==> src/bsmap_pkg.sv <==
`timescale 1ns / 1ps
// ----------------------------------------------------------------------------
// bsmap_pkg: shared types and constants of the bank switch mapper
// Function codes, write decode addresses, reset values and bus widths.
// ----------------------------------------------------------------------------
package bsmap_pkg;

    // Operation carried by one input transaction
    typedef enum logic [1:0] {
        FUNC_WRITE     = 2'd0,
        FUNC_TICK      = 2'd1,
        FUNC_CPU_XLATE = 2'd2,
        FUNC_CHR_XLATE = 2'd3
    } t_func;

    // Configuration register indexes
    typedef enum logic {
        CFG_PRG_MASK = 1'b0,
        CFG_CHR_MASK = 1'b1
    } t_cfg_idx;

    // Bus widths
    localparam int S_TDATA_W  = 24;
    localparam int S_TUSER_W  = 2;
    localparam int M_TDATA_W  = 24;
    localparam int M_TUSER_W  = 1;
    localparam int MAP_ADDR_W = 21;
    localparam int BANK_W     = 8;
    localparam int CNT_W      = 16;

    // CPU write decode
    localparam logic [15:0] WR_DECODE_MASK = 16'hE00F;
    localparam logic [15:0] SEL_CHR_FIRST  = 16'h8000;
    localparam logic [15:0] SEL_CHR_LAST   = 16'h8007;
    localparam logic [15:0] SEL_PRG_FIRST  = 16'h8008;
    localparam logic [15:0] SEL_PRG_LAST   = 16'h800B;
    localparam logic [15:0] SEL_CNT_CLEAR  = 16'h800D;
    localparam logic [15:0] SEL_IRQ_ACK    = 16'h800F;

    // Counter bit that raises the interrupt
    localparam int IRQ_COUNT_BIT = 12;

    // Reset values
    localparam logic [BANK_W-1:0] PRG_BANK_RESET_BASE = 8'hFC;
    localparam logic [BANK_W-1:0] BANK_MASK_RESET     = 8'hFF;

endpackage : bsmap_pkg

==> src/bank_switch_mapper_with_cycle_irq.sv <==
`timescale 1ns / 1ps
`default_nettype none
// ----------------------------------------------------------------------------
// bank_switch_mapper_with_cycle_irq: cartridge mapper with cycle interrupt
// Decodes CPU writes into bank registers, counts tick transactions toward an
// interrupt and translates CPU and pattern addresses through the banks.
// ----------------------------------------------------------------------------
// Channel   | Direction | Fields (lowest bit first)
// s_axis    | in        | tdata: address[15:0], value[23:16]; tuser: func[1:0]
// m_axis    | out       | tdata: irq_line[0], mapped_address[21:1], zero[23:22];
//           |           | tuser: mapped_valid[0]
// cfg       | in        | write enable, index (0 prg mask, 1 chr mask), 8-bit data
//
// One transaction per cycle while ready; the result shows in the next cycle.
// Bank, counter and interrupt state update in the same edge as acceptance,
// so the next transaction sees it at once. The output register decouples the
// sides: s_axis_tready is high whenever that register is empty or drains.
// Reset is synchronous and loads all bank registers, masks and the counter.
// ----------------------------------------------------------------------------
module bank_switch_mapper_with_cycle_irq (
    input  wire logic                          i_clk,
    input  wire logic                          i_rst_n,
    // Input stream
    input  wire logic                          s_axis_tvalid,
    output logic                               s_axis_tready,
    // address[15:0], value[23:16]
    input  wire logic [bsmap_pkg::S_TDATA_W-1:0] s_axis_tdata,
    // func[1:0]
    input  wire logic [bsmap_pkg::S_TUSER_W-1:0] s_axis_tuser,
    // Output stream
    output logic                               m_axis_tvalid,
    input  wire logic                          m_axis_tready,
    // irq_line[0], mapped_address[21:1], zero[23:22]
    output logic [bsmap_pkg::M_TDATA_W-1:0]    m_axis_tdata,
    // mapped_valid[0]
    output logic [bsmap_pkg::M_TUSER_W-1:0]    m_axis_tuser,
    // Configuration write port
    input  wire logic                          i_cfg_we,
    input  wire logic                          i_cfg_idx,
    input  wire logic [bsmap_pkg::BANK_W-1:0]  i_cfg_data
);

    // State
    logic [bsmap_pkg::BANK_W-1:0]     r_prg_bank [4];
    logic [bsmap_pkg::BANK_W-1:0]     r_chr_bank [8];
    logic [bsmap_pkg::BANK_W-1:0]     r_prg_mask;
    logic [bsmap_pkg::BANK_W-1:0]     r_chr_mask;
    logic [bsmap_pkg::CNT_W-1:0]      r_cnt;
    logic                             r_irq;

    // Output register
    logic                             r_out_valid;
    logic                             r_out_irq;
    logic [bsmap_pkg::MAP_ADDR_W-1:0] r_out_addr;
    logic                             r_out_mvalid;

    // Next values and decode
    logic                             accept;
    bsmap_pkg::t_func                 func;
    logic [15:0]                      addr;
    logic [bsmap_pkg::BANK_W-1:0]     wdata;
    logic [15:0]                      sel;
    logic                             wr_chr;
    logic                             wr_prg;
    logic [bsmap_pkg::CNT_W-1:0]      n_cnt;
    logic                             n_irq;
    logic [bsmap_pkg::BANK_W-1:0]     prg_bank;
    logic [bsmap_pkg::BANK_W-1:0]     chr_bank;
    logic [bsmap_pkg::MAP_ADDR_W-1:0] n_out_addr;
    logic                             n_out_mvalid;

    assign accept        = s_axis_tvalid && s_axis_tready;
    assign s_axis_tready = !r_out_valid || m_axis_tready;

    assign func  = bsmap_pkg::t_func'(s_axis_tuser);
    assign addr  = s_axis_tdata[15:0];
    assign wdata = s_axis_tdata[23:16];
    assign sel   = addr & bsmap_pkg::WR_DECODE_MASK;

    // Bank lookups for both translate kinds
    assign prg_bank = r_prg_bank[addr[14:13]] & r_prg_mask;
    assign chr_bank = r_chr_bank[addr[12:10]] & r_chr_mask;

    // Decode the transaction: state updates and result
    always_comb begin
        wr_chr       = 1'b0;
        wr_prg       = 1'b0;
        n_cnt        = r_cnt;
        n_irq        = r_irq;
        n_out_addr   = '0;
        n_out_mvalid = 1'b0;
        case (func)
            bsmap_pkg::FUNC_WRITE: begin
                case (sel) inside
                    [bsmap_pkg::SEL_CHR_FIRST:bsmap_pkg::SEL_CHR_LAST]: wr_chr = 1'b1;
                    [bsmap_pkg::SEL_PRG_FIRST:bsmap_pkg::SEL_PRG_LAST]: wr_prg = 1'b1;
                    bsmap_pkg::SEL_CNT_CLEAR:                             n_cnt  = '0;
                    bsmap_pkg::SEL_IRQ_ACK:                               n_irq  = 1'b0;
                    default: ;
                endcase
            end
            bsmap_pkg::FUNC_TICK: begin
                n_cnt = r_cnt + 1'b1;
                if (n_cnt[bsmap_pkg::IRQ_COUNT_BIT]) begin
                    n_irq = 1'b1;
                end
            end
            bsmap_pkg::FUNC_CPU_XLATE: begin
                // 8 KB windows from 0x8000 up
                if (addr[15]) begin
                    n_out_addr   = {prg_bank, addr[12:0]};
                    n_out_mvalid = 1'b1;
                end
            end
            bsmap_pkg::FUNC_CHR_XLATE: begin
                // 1 KB windows below 0x2000
                if (addr[15:13] == 3'd0) begin
                    n_out_addr   = {3'd0, chr_bank, addr[9:0]};
                    n_out_mvalid = 1'b1;
                end
            end
            default: ;
        endcase
    end

    // Update mapper state on each accepted transaction and on config writes
    always_ff @(posedge i_clk) begin
        if (!i_rst_n) begin
            for (int i = 0; i < 4; i++) begin
                r_prg_bank[i] <= bsmap_pkg::PRG_BANK_RESET_BASE + 8'(i);
            end
            for (int i = 0; i < 8; i++) begin
                r_chr_bank[i] <= 8'(i);
            end
            r_prg_mask <= bsmap_pkg::BANK_MASK_RESET;
            r_chr_mask <= bsmap_pkg::BANK_MASK_RESET;
            r_cnt      <= '0;
            r_irq      <= 1'b0;
        end else begin
            if (accept) begin
                if (wr_chr) begin
                    r_chr_bank[sel[2:0]] <= wdata;
                end
                if (wr_prg) begin
                    r_prg_bank[sel[1:0]] <= wdata;
                end
                r_cnt <= n_cnt;
                r_irq <= n_irq;
            end
            if (i_cfg_we) begin
                case (bsmap_pkg::t_cfg_idx'(i_cfg_idx))
                    bsmap_pkg::CFG_PRG_MASK: r_prg_mask <= i_cfg_data;
                    bsmap_pkg::CFG_CHR_MASK: r_chr_mask <= i_cfg_data;
                    default: ;
                endcase
            end
        end
    end

    // Hold the result until the downstream side takes it
    always_ff @(posedge i_clk) begin
        if (!i_rst_n) begin
            r_out_valid <= 1'b0;
        end else if (accept) begin
            r_out_valid <= 1'b1;
        end else if (m_axis_tready) begin
            r_out_valid <= 1'b0;
        end
    end

    always_ff @(posedge i_clk) begin
        if (accept) begin
            r_out_irq    <= n_irq;
            r_out_addr   <= n_out_addr;
            r_out_mvalid <= n_out_mvalid;
        end
    end

    assign m_axis_tvalid = r_out_valid;
    assign m_axis_tdata  = {2'b00, r_out_addr, r_out_irq};
    assign m_axis_tuser  = r_out_mvalid;

    // ------------------------------------------------------------------------
    // Assertions
    // ------------------------------------------------------------------------

    // An empty output register never blocks the input side
    a_ready_when_empty: assert property (@(posedge i_clk) disable iff (!i_rst_n)
        !r_out_valid |-> s_axis_tready)
        else $error("input stalled with empty output register");

    // A tick advances the counter by exactly one
    a_tick_counts: assert property (@(posedge i_clk) disable iff (!i_rst_n)
        accept && func == bsmap_pkg::FUNC_TICK |=> r_cnt == $past(r_cnt) + 1'b1)
        else $error("tick did not advance the cycle counter");

    // A tick that reaches the interrupt bit reports the interrupt
    a_tick_irq: assert property (@(posedge i_clk) disable iff (!i_rst_n)
        accept && func == bsmap_pkg::FUNC_TICK && n_cnt[bsmap_pkg::IRQ_COUNT_BIT]
        |=> m_axis_tvalid && m_axis_tdata[0])
        else $error("interrupt missing after counter reached its bit");

    // Writes and ticks never produce a mapped address
    a_no_map_on_write: assert property (@(posedge i_clk) disable iff (!i_rst_n)
        accept && (func == bsmap_pkg::FUNC_WRITE || func == bsmap_pkg::FUNC_TICK)
        |=> !m_axis_tuser[0] && m_axis_tdata[21:1] == '0)
        else $error("write or tick produced a mapped address");

endmodule : bank_switch_mapper_with_cycle_irq
`default_nettype wire

==> config.mk <==
export PLATFORM = sky130hd
export DESIGN_NAME = bank_switch_mapper_with_cycle_irq
export DESIGN_NICKNAME = d
export VERILOG_FILES = /design/src/bsmap_pkg.sv /design/src/bank_switch_mapper_with_cycle_irq.sv
export SDC_FILE = /design/constraint.sdc
export NUM_CORES = 1
export LEC_CHECK = 0
export ABC_CLOCK_PERIOD_IN_PS = 2950
export BUFFER_PORTS_ARGS = -buffer_cell sky130_fd_sc_hd__buf_4
export CAP_MARGIN = 30
export CORE_MARGIN = 1
export CORE_UTILIZATION = 35
export CTS_CLUSTER_DIAMETER = 100
export DETAILED_ROUTE_END_ITERATION = 16
export PLACE_DENSITY = 0.51
export SYNTH_ARGS = -nofsm -noshare
export SYNTH_HDL_FRONTEND = slang
export SYNTH_SLANG_ARGS = --single-unit
==> constraint.sdc <==
create_clock -name i_clk -period 2.95 [get_ports i_clk]
set_input_delay 0.295 -clock i_clk [delete_from_list [all_inputs] [get_ports i_clk]]
set_output_delay 0.295 -clock i_clk [all_outputs]
set_load 0.01 [all_outputs]
==> flow_metrics.tcl <==
set metrics [dict create \
    power.density_nw_per_um2 605.6 \
    clockBufferDepth 2 \
    synth_edf_count 119 \
    vias_per_cell 4.968 \
    final_cell_mix "edfxtp_1 (119), buf_4 (82), nand2_1 (60)" \
    gr-total-overflow 0 \
    max_freq_mhz 445.0 \
    yosysWarningCount 0 \
    cp-start-kind "flop" \
    core_sq_um 19020 \
    drt-initial-drc-count 308 \
    ctsHoldBuffers 0 \
    rr_worst_depth 5 \
    cp.required_ns 3.04 \
    die_area_sq_um 20260 \
    finalWeightedCongestion 0.7782 \
    clk_latency_ns 0.43 \
    vdd_drop_max_v 0.0003702 \
    rows 50 \
    netlist_instances 540 \
    synth_seq_cells 150 \
    syn-cell-area_sq_um 6894 \
    ctsResizeCount 0 \
    worst_slew_pin_slew_ns 0.7542 \
    synthSimpleGateAreaFrac_pct 23.65 \
    setup_ws_ns 0.7029 \
    pre_cts_ws_ns 0.5900 \
    via_count 4387 \
    critPathKind "flop to flop" \
    cts-root-buf "clkbuf_16" \
    postRouteAntennaNets 0 \
    timing.rr.end "r_chr_bank[4][3]" \
    slew_headroom_pct 49.56 \
    setup_violations 0 \
    antenna_cells 0 \
    worstPathMaxFanout 9 \
    wirelength_microns 16420 \
    whs_endpoint "r_prg_mask[4]" \
    arrival_ns 2.34 \
    post_drt_wl_per_cell_microns 18.60 \
    post_cts_buffers 0 \
    timing.rr.start "m_axis_tvalid" \
    final_max_slew_viol_count 0 \
    ios 67 \
    place_hpwl_microns 11610 \
    ys_seq_area_share_pct 60.83 \
    status "finished clean" \
    grt_pass1_vias 4518 \
    synth_xor_area_share_pct 0.1270 \
    grt_setup_unrepaired "no" \
    clock_skew_ns 0.006525 \
    leakagePower_nw 3.014 \
    dr.pass1.iters 5 \
    path_clk_slew_ns 0.06 \
    cts_tree "done" \
    period_needed_ns 2.247 \
    min_path_cells 3 \
    multi_input_area_sq_um 2531 \
    synth_ff_type "edfxtp_1" \
    die_w_microns 142.3 \
    min_path_type "input pin to flop" \
    seqCellArea_sq_um 4194 \
    final_hold_viol_count 0 \
    die_h_microns 142.3 \
    ff2ff_setup_slack_ns 0.70 \
    muxShareOfSynthArea_pct 7.949 \
    grt_pass1_wl_microns 26050 \
    syn_to_final_growth_pct 20.74 \
    synth_compound_area_share_pct 4.664 \
    setup_tns_ns 0 \
    grt.total_usage_pct 17.78 \
    end_kind "flop" \
    hp-start "i_cfg_data[4]" \
    drive_gt1_share_pct 28.25 \
    final_common_cell "edfxtp_1" \
    synth.avg_cell_area_sq_um 12.77 \
    numCtsBuffers 17 \
    nets 651 \
    cts.sinks 150 \
    initial_core_util_pct 36.25 \
    ys_types 46 \
    ys_async_sr_fraction_pct 0 \
    grt_max_degree 38 \
    cap_violations 0 \
    finalCritPeriodShare_pct 76.17 \
    cts_max_level 4 \
    numPortBuffers 64 \
    antenna_found_initial 0 \
    synthAdderAreaFrac_pct 0.1815 \
    drcViolationCount 0 \
    nFillCells 1786 \
    synth_top_family_by_area "simple AND/OR/NAND/NOR gates" \
]
==> final cells by class <==
type / instances / share of cell area [%]
clock buffers: 18 / 5.156
clock inverters: 14 / 2.390
inverters: 8 / 0.3607
multi-input cells: 351 / 30.41
flip-flops and latches: 150 / 50.38
well taps: 260 / 3.908
repair buffers: 82 / 7.395
==> critical path, stage by stage (launching register included) <==
cell and delay (ns):
dfxtp_1 0.31, nor2b_1 0.14, or4_1 0.39, buf_4 0.23
nor4_4 0.45, nand2b_1 0.39
==> synth_stat cells, drive strengths merged, types with 9 or more instances <==
cell	n	area share [%]
nor2	9	0.49
nand2	60	3.3
mux4	19	6.2
nand2b	20	1.8
edfxtp	119	52
nor4	9	2.6
nand4	11	1.0
nand3	30	2.3
buf	14	1.1
clkbuf	18	0.98
a21oi	9	0.65
and2	56	5.1
dfxtp	31	9.0
o21ai	15	1.1
nor2b	18	1.6
or2	27	2.5
or4	9	0.98
mux2i	12	1.7
==> worst max path at each step <==
stage	startpoint	to	slack, ns
2_1_floorplan	m_axis_tvalid	r_chr_bank[5][0]	0.81
4_1_cts	m_axis_tvalid	r_chr_bank[4][6]	0.69
6_report	m_axis_tvalid	r_chr_bank[4][3]	0.70
3_5_place_dp	s_axis_tuser[1]	r_chr_bank[4][2]	0.59
5_1_grt	m_axis_tvalid	r_chr_bank[4][4]	0.54
3_3_place_gp	s_axis_tuser[1]	r_chr_bank[4][3]	0.63
==> metal layers <==
metal / track usage (%) / wire length (microns) / up-vias
met5: 0 / 0 / -
met4: 5.829 / 165 / 0
met3: 3.937 / 792 / 11
met2: 29.64 / 8198 / 95
met1: 22.86 / 7264 / 2167
li1: - / - / 2114
==> per-stage QoR <==
stage	cell area (sq um)	hold WS (ns)	std cells	utilization (%)	power, mW
detailed placement	7696	0.4605	851	40.47	2.774
global route	8324	0.09123	883	43.77	5.216
global placement	7696	0.4525	851	40.47	2.769
CTS	8324	0.07882	883	43.77	5.098
finish	8324	0.09868	883	43.77	5.041
floorplan	6898	0.4190	541	-	2.604
==> where the power goes <==
| group | switching, mW | internal [mW] |
|---|---|---|
| Sequential | 0.0260 | 2.34 |
| Combinational | 0.215 | 0.136 |
| Clock | 0.894 | 1.43 |
==> cells by family (layout without fill, tap and decap cells) <==
family | count (synthesis) | in the layout
other | 1 | 2
AND/OR/NAND/NOR | 268 | 268
multiplexers | 31 | 31
XOR/XNOR | 1 | 1
flip-flops | 150 | 150
adder cells (fa/ha/maj) | 1 | 1
buffers and inverters | 40 | 122
AO/OA/AOI/OAI | 48 | 48
==> registers in the layout (all words and copies together) (netlist names) <==
register	count
r_prg_bank	32
m_axis_tuser	1
r_cnt	13
m_axis_tvalid	1
r_chr_bank	64
r_chr_mask	8
r_irq	1
r_prg_mask	8
r_out_addr	21
r_out_irq	1
Power figures use the tool's default switching activity.
